**src/hw/rtl/bitmap_first_fit_allocator_macros.svh**
```systemverilog
// ----------------------------------------------------------------------------
// Bitmap first-fit allocator assertion macros
// Shorthand for the concurrent checks at the end of the top level.
// ----------------------------------------------------------------------------
`ifndef BITMAP_FIRST_FIT_ALLOCATOR_MACROS_SVH
`define BITMAP_FIRST_FIT_ALLOCATOR_MACROS_SVH

// Same-cycle implication, sampled on clk, idle during reset.
`define BFFA_ASSERT_NOW(label, ante, cons, msg) \
	label: assert property (@(posedge clk) disable iff (!arst_n) (ante) |-> (cons)) \
		else $error(msg);

// Next-cycle implication, sampled on clk, idle during reset.
`define BFFA_ASSERT_NEXT(label, ante, cons, msg) \
	label: assert property (@(posedge clk) disable iff (!arst_n) (ante) |=> (cons)) \
		else $error(msg);

`endif

```
**src/hw/rtl/bffa_pkg.sv**
```systemverilog
// ----------------------------------------------------------------------------
// Bitmap first-fit allocator package
// Shared codes, types and reset constants of the allocator.
// ----------------------------------------------------------------------------
package bffa_pkg;

	localparam logic       OP_ALLOC = 1'b0;
	localparam logic       OP_FREE  = 1'b1;

	localparam logic [1:0] STATUS_OK       = 2'd0;
	localparam logic [1:0] STATUS_NO_RUN   = 2'd1;
	localparam logic [1:0] STATUS_BAD_ADDR = 2'd2;

	localparam logic [31:0] REGION_BASE_RESET = 32'h0015_0000;

	localparam int COUNT_W = 13;
	localparam int ADDR_W  = 32;

	typedef enum logic [2:0] {
		S_CLEAR,
		S_IDLE,
		S_ACHK,
		S_SCAN,
		S_FCHK,
		S_FVAL,
		S_MARK,
		S_RESP
	} state_t;

	// command from the sequencer to the index walker
	typedef struct packed {
		logic load;
		logic step;
		logic down;
	} walk_cmd_t;

endpackage

```
**src/hw/rtl/bffa_walk.sv**
```systemverilog
// ----------------------------------------------------------------------------
// Bitmap first-fit allocator index walker
// Shared step unit: one block index and a remaining count, moved by one
// each cycle it is stepped, for the clearing pass, bitmap scan and run marking.
// ----------------------------------------------------------------------------
module bffa_walk #(
	parameter int IW        = 12,
	parameter int XW        = 13,
	parameter int RESET_REM = 4096
) (
	input  logic               clk,
	input  logic               arst_n,
	input  bffa_pkg::walk_cmd_t cmd,
	input  logic [IW-1:0]      load_ptr,
	input  logic [XW-1:0]      load_rem,
	output logic [IW-1:0]      ptr,
	output logic               last,
	output logic               empty
);

	logic [IW-1:0] ptr_q;
	logic [XW-1:0] rem_q;
	logic          down_q;

	always_ff @(posedge clk or negedge arst_n) begin
		if (!arst_n) begin
			ptr_q  <= '0;
			rem_q  <= XW'(RESET_REM);
			down_q <= 1'b0;
		end else if (cmd.load) begin
			ptr_q  <= load_ptr;
			rem_q  <= load_rem;
			down_q <= cmd.down;
		end else if (cmd.step && (rem_q != '0)) begin
			ptr_q <= down_q ? (ptr_q - IW'(1)) : (ptr_q + IW'(1));
			rem_q <= rem_q - XW'(1);
		end
	end

	assign ptr   = ptr_q;
	assign last  = (rem_q == XW'(1));
	assign empty = (rem_q == '0);

endmodule

```
**config.mk**
```make
export PLATFORM = sky130hd
export DESIGN_NAME = bffa_walk
export DESIGN_NICKNAME = d
export VERILOG_FILES = /design/src/hw/rtl/bitmap_first_fit_allocator_macros.svh /design/src/hw/rtl/bffa_pkg.sv /design/src/hw/rtl/bffa_walk.sv
export SDC_FILE = /design/constraint.sdc
export NUM_CORES = 1
export LEC_CHECK = 0
export BUFFER_PORTS_ARGS = -buffer_cell sky130_fd_sc_hd__buf_4
export CAP_MARGIN = 20
export CORE_ASPECT_RATIO = 1.25
export CORE_MARGIN = 2
export CORE_UTILIZATION = 23
export DETAILED_ROUTE_END_ITERATION = 12
export HOLD_SLACK_MARGIN = 0.03
export SLEW_MARGIN = 40
export SYNTH_ARGS = -nofsm -noshare
export SYNTH_HDL_FRONTEND = slang
export SYNTH_SLANG_ARGS = --single-unit
```
**constraint.sdc**
```tcl
create_clock -name clk -period 2 [get_ports clk]
set_input_delay 0.1 -clock clk [delete_from_list [all_inputs] [get_ports clk]]
set_output_delay 0.1 -clock clk [all_outputs]
set_load 0.05 [all_outputs]
```
==> results.cfg <==
[run_status]
run_status = finished with violations
failed_checks = setup timing

[placement]
dpl.hpwl_um = 3800
io_buffer_count = 43
gp_congestion = 0.819
dp_worst_setup_slack_ns = -0.0756

[worst_setup_path]
timing_worst_setup_path_type = flop to flop
critPathLaunchType = flop
worst_setup_path_startpoint = rem_q[9]$_DFFE_PN0P_
cp_max_fo = 8
required_time_of_the_critical_path_ns = 2.14
r2r-start = rem_q[9]$_DFFE_PN0P_
worstSetupEndpointType = flop
crit_path_arrival_time_ns = 2.21
setup.reg_to_reg.worst_slack_ns = -0.07

[power]
highest_ir_drop_seen_on_vdd_v = 0.000370
power-per-cell-area_nw_per_um2 = 733
power.leakage_nw = 1.23

[detailed_routing]
drt-pass1-iter-count = 4
postRouteAntennaNets = 0
route.final.wire_length_um = 5100
drtIter0Drc = 58
route.detailed.wl_per_inst_um = 13.1
avgViaCountPerCell = 4.67
detail_route.drc_violations = 0
vias_post_dr = 1823

[yosys]
synthesis.area_per_instance_um2 = 8.56
synth_xor_xnor_area_share_pct = 8.84
synth.lib_cells_used.distinct = 41
sequential_element_share_of_the_synthesized_area_pct = 34.6
synthCells = 220
syn_area_um2 = 1880
syn-num-nets = 264
post_synth_fa_ha_maj_area_fraction_pct = 9.70
synth_top_family_by_area = simple AND/OR/NAND/NOR gates
synth.mux.area_fraction_pct = 1.59
postSynthRegisterBits = 26
synth_compound_gate_area_share_pct = 17.5
ys_warn_count = 0
synth_simple_gate_area_share_pct = 22.9

[floorplan]
area_of_the_die_um2 = 8930
chipHeight_um = 105
floorplan.initialDensity_pct = 23.9
row_count = 36
fp.dieW_um = 84.9
core_area_um2 = 7880
ios = 44

[timing]
fin_crit_sh_pct = 104
hold_viol = 0
timing.clock.skew_ns = 0.00251
report.final.setup_viol = 18
max_slew_violation_count = 0
final.min_clock_period_ns = 2.07
max_freq_mhz = 483
post-route-worst-setup-slack_ns = -0.0716
hold_slack_ns = 0.0360
tightestPinTransition_ns = 0.548
finalSetupTns_ns = -0.574
slew_headroom_pct = 63.4
rsz0062_at_grt = true

[layout]
register_area_um2 = 657
nets = 340
drive_gt1_share_pct = 42.0
n_antenna_cell = 0
area_taken_by_multi_input_logic_gates_um2 = 1350
syn_to_final_growth_pct = 53.1
n_fill_cell = 790
layout.cells.most_common_list = buf_4 (63), nand2_1 (30), o21ai_1 (21), dfrtp_1 (21), a21oi_1 (11)
layout.cells.most_common = buf_4
finalCoreUtilization_pct = 36.6

[grt]
first_pass_grt_wire_length_um = 8600
first_global_vias = 1888
grt_max_degree = 58
globalRouteOverflowTotal = 0
grt_usage_pct = 11.6
number_of_antenna_violations_at_the_first_check_in_global_routing = 0

[clocking]
cts_tree = yes
clock_sink_count = 26
clock_insertion_delay_worst_skew_ns = 0.27
number_of_clock_buffers_inserted_by_tritoncts = 3
clockRootBuffer = clkbuf_8
cts_max_path_buffers = 2
cts.htree.levels = 1
register_clock_pin_slew_on_the_reported_worst_setup_and_hold_paths_ns = 0.09

[hold_path]
tightest_hold_check_type = input pin to flop
holdCritStartpoint = load_ptr[4]

[job]
drv_cap = 0
final cells by class:
class	count	area share, %
Clock buffer	4	1.91
Inverter	10	1.30
Multi-Input combinational cell	175	46.7
Sequential cell	26	22.8
Tap cell	95	4.12
Timing Repair Buffer	80	23.2
timing repair:
action,4_1_cts,5_1_grt
resized for setup,38,20
setup endpoints to repair,21,27
setup buffers,3,1
endpoints found under the hold margin,30,0
pin swaps,27,17
hold buffers,6,0
cells in the mapped netlist (all sizes together):
cell type | number | area [um2]
buf | 5 | 38.8
clkbuf | 4 | 15.0
nor2 | 12 | 45.0
nor3 | 3 | 15.0
a211oi | 1 | 7.51
nand4 | 2 | 12.5
fa | 1 | 20.0
nor4 | 3 | 18.8
mux2i | 3 | 30.0
o21ai | 28 | 140
or4 | 1 | 11.3
nand3 | 11 | 55.1
dfstp | 1 | 26.3
o22a | 1 | 8.76
a31oi | 1 | 6.26
nor3b | 3 | 37.5
nor2b | 5 | 31.3
o2111a | 1 | 11.3
inv | 10 | 37.5
nand2b | 2 | 12.5
nand2 | 31 | 116
dfrtp | 25 | 626
o211ai | 1 | 7.51
a31o | 1 | 8.76
a2111o | 1 | 11.3
o21bai | 1 | 7.51
and3 | 3 | 21.3
or3 | 2 | 12.5
xnor2 | 10 | 87.6
a21o | 1 | 7.51
a21oi | 18 | 90.1
o31a | 1 | 8.76
ha | 13 | 163
nor4b | 3 | 41.3
xor2 | 9 | 78.8
o31ai | 2 | 15.0
layer usage:
| metal | up-vias | part of all wire (%) | GRT usage [%] |
|---|---|---|---|
| met5 | - | 0 | 0 |
| li1 | 927 | - | - |
| met2 | 35 | 53 | 21.0 |
| met1 | 857 | 42 | 14.5 |
| met3 | 4 | 3.8 | 1.82 |
| met4 | 0 | 0.59 | 2.04 |
final timing paths:
kind / endpoint / cells after the start
max in group asynchronous: rem_q[12]$_DFFE_PN1P_ / 2
worst max register to register: rem_q[10]$_DFFE_PN0P_ / 8
worst min-delay path: ptr[4]$_DFFE_PN0P_ / 3
worst max-delay path: rem_q[10]$_DFFE_PN0P_ / 8
worst min register to register: ptr[2]$_DFFE_PN0P_ / 2
min in group asynchronous: ptr[6]$_DFFE_PN0P_ / 2
logic make-up (layout without fill, tap and decap cells):
family                     Yosys count  after routing
adders and majority gates           14             14
AOI/OAI and AO/OA                   58             58
xor gates and xnor gates            19             19
muxes                                3              3
buffers and inverters               19             94
DFF                                 26             26
and+or+nand+nor                     81             81
through the flow:
step | cell area [um2] | instances | power, mW
6_report | 2880 | 390 | 2.11
5_1_grt | 2880 | 390 | 2.28
4_1_cts | 2780 | 389 | 2.06
3_5_place_dp | 2490 | 376 | 1.62
3_3_place_gp | 2490 | 376 | 1.61
2_1_floorplan | 1890 | 220 | 1.30
state kept, by name, indices dropped and copies added (netlist names):
name	flops
rem_q	13
down_q	1
ptr	12
worst max-delay path: stages (launching register included):
cell     delay (ns)
dfrtp_1        0.39
or4_4          0.55
nor4b_4        0.24
buf_4          0.17
a31oi_4        0.11
buf_6          0.17
nand4_1        0.08
xor2_1         0.15
o21ai_1        0.08
report_power, final:
group / total (mW) / internal (mW) / switching, mW / leakage [nW]
Combinational: 1.08 / 0.490 / 0.593 / 0.893
Sequential: 0.682 / 0.603 / 0.0783 / 0.308
Clock: 0.349 / 0.176 / 0.172 / 0.0288
Total: 2.11 / 1.27 / 0.843 / 1.23
Power figures use the tool's default switching activity.
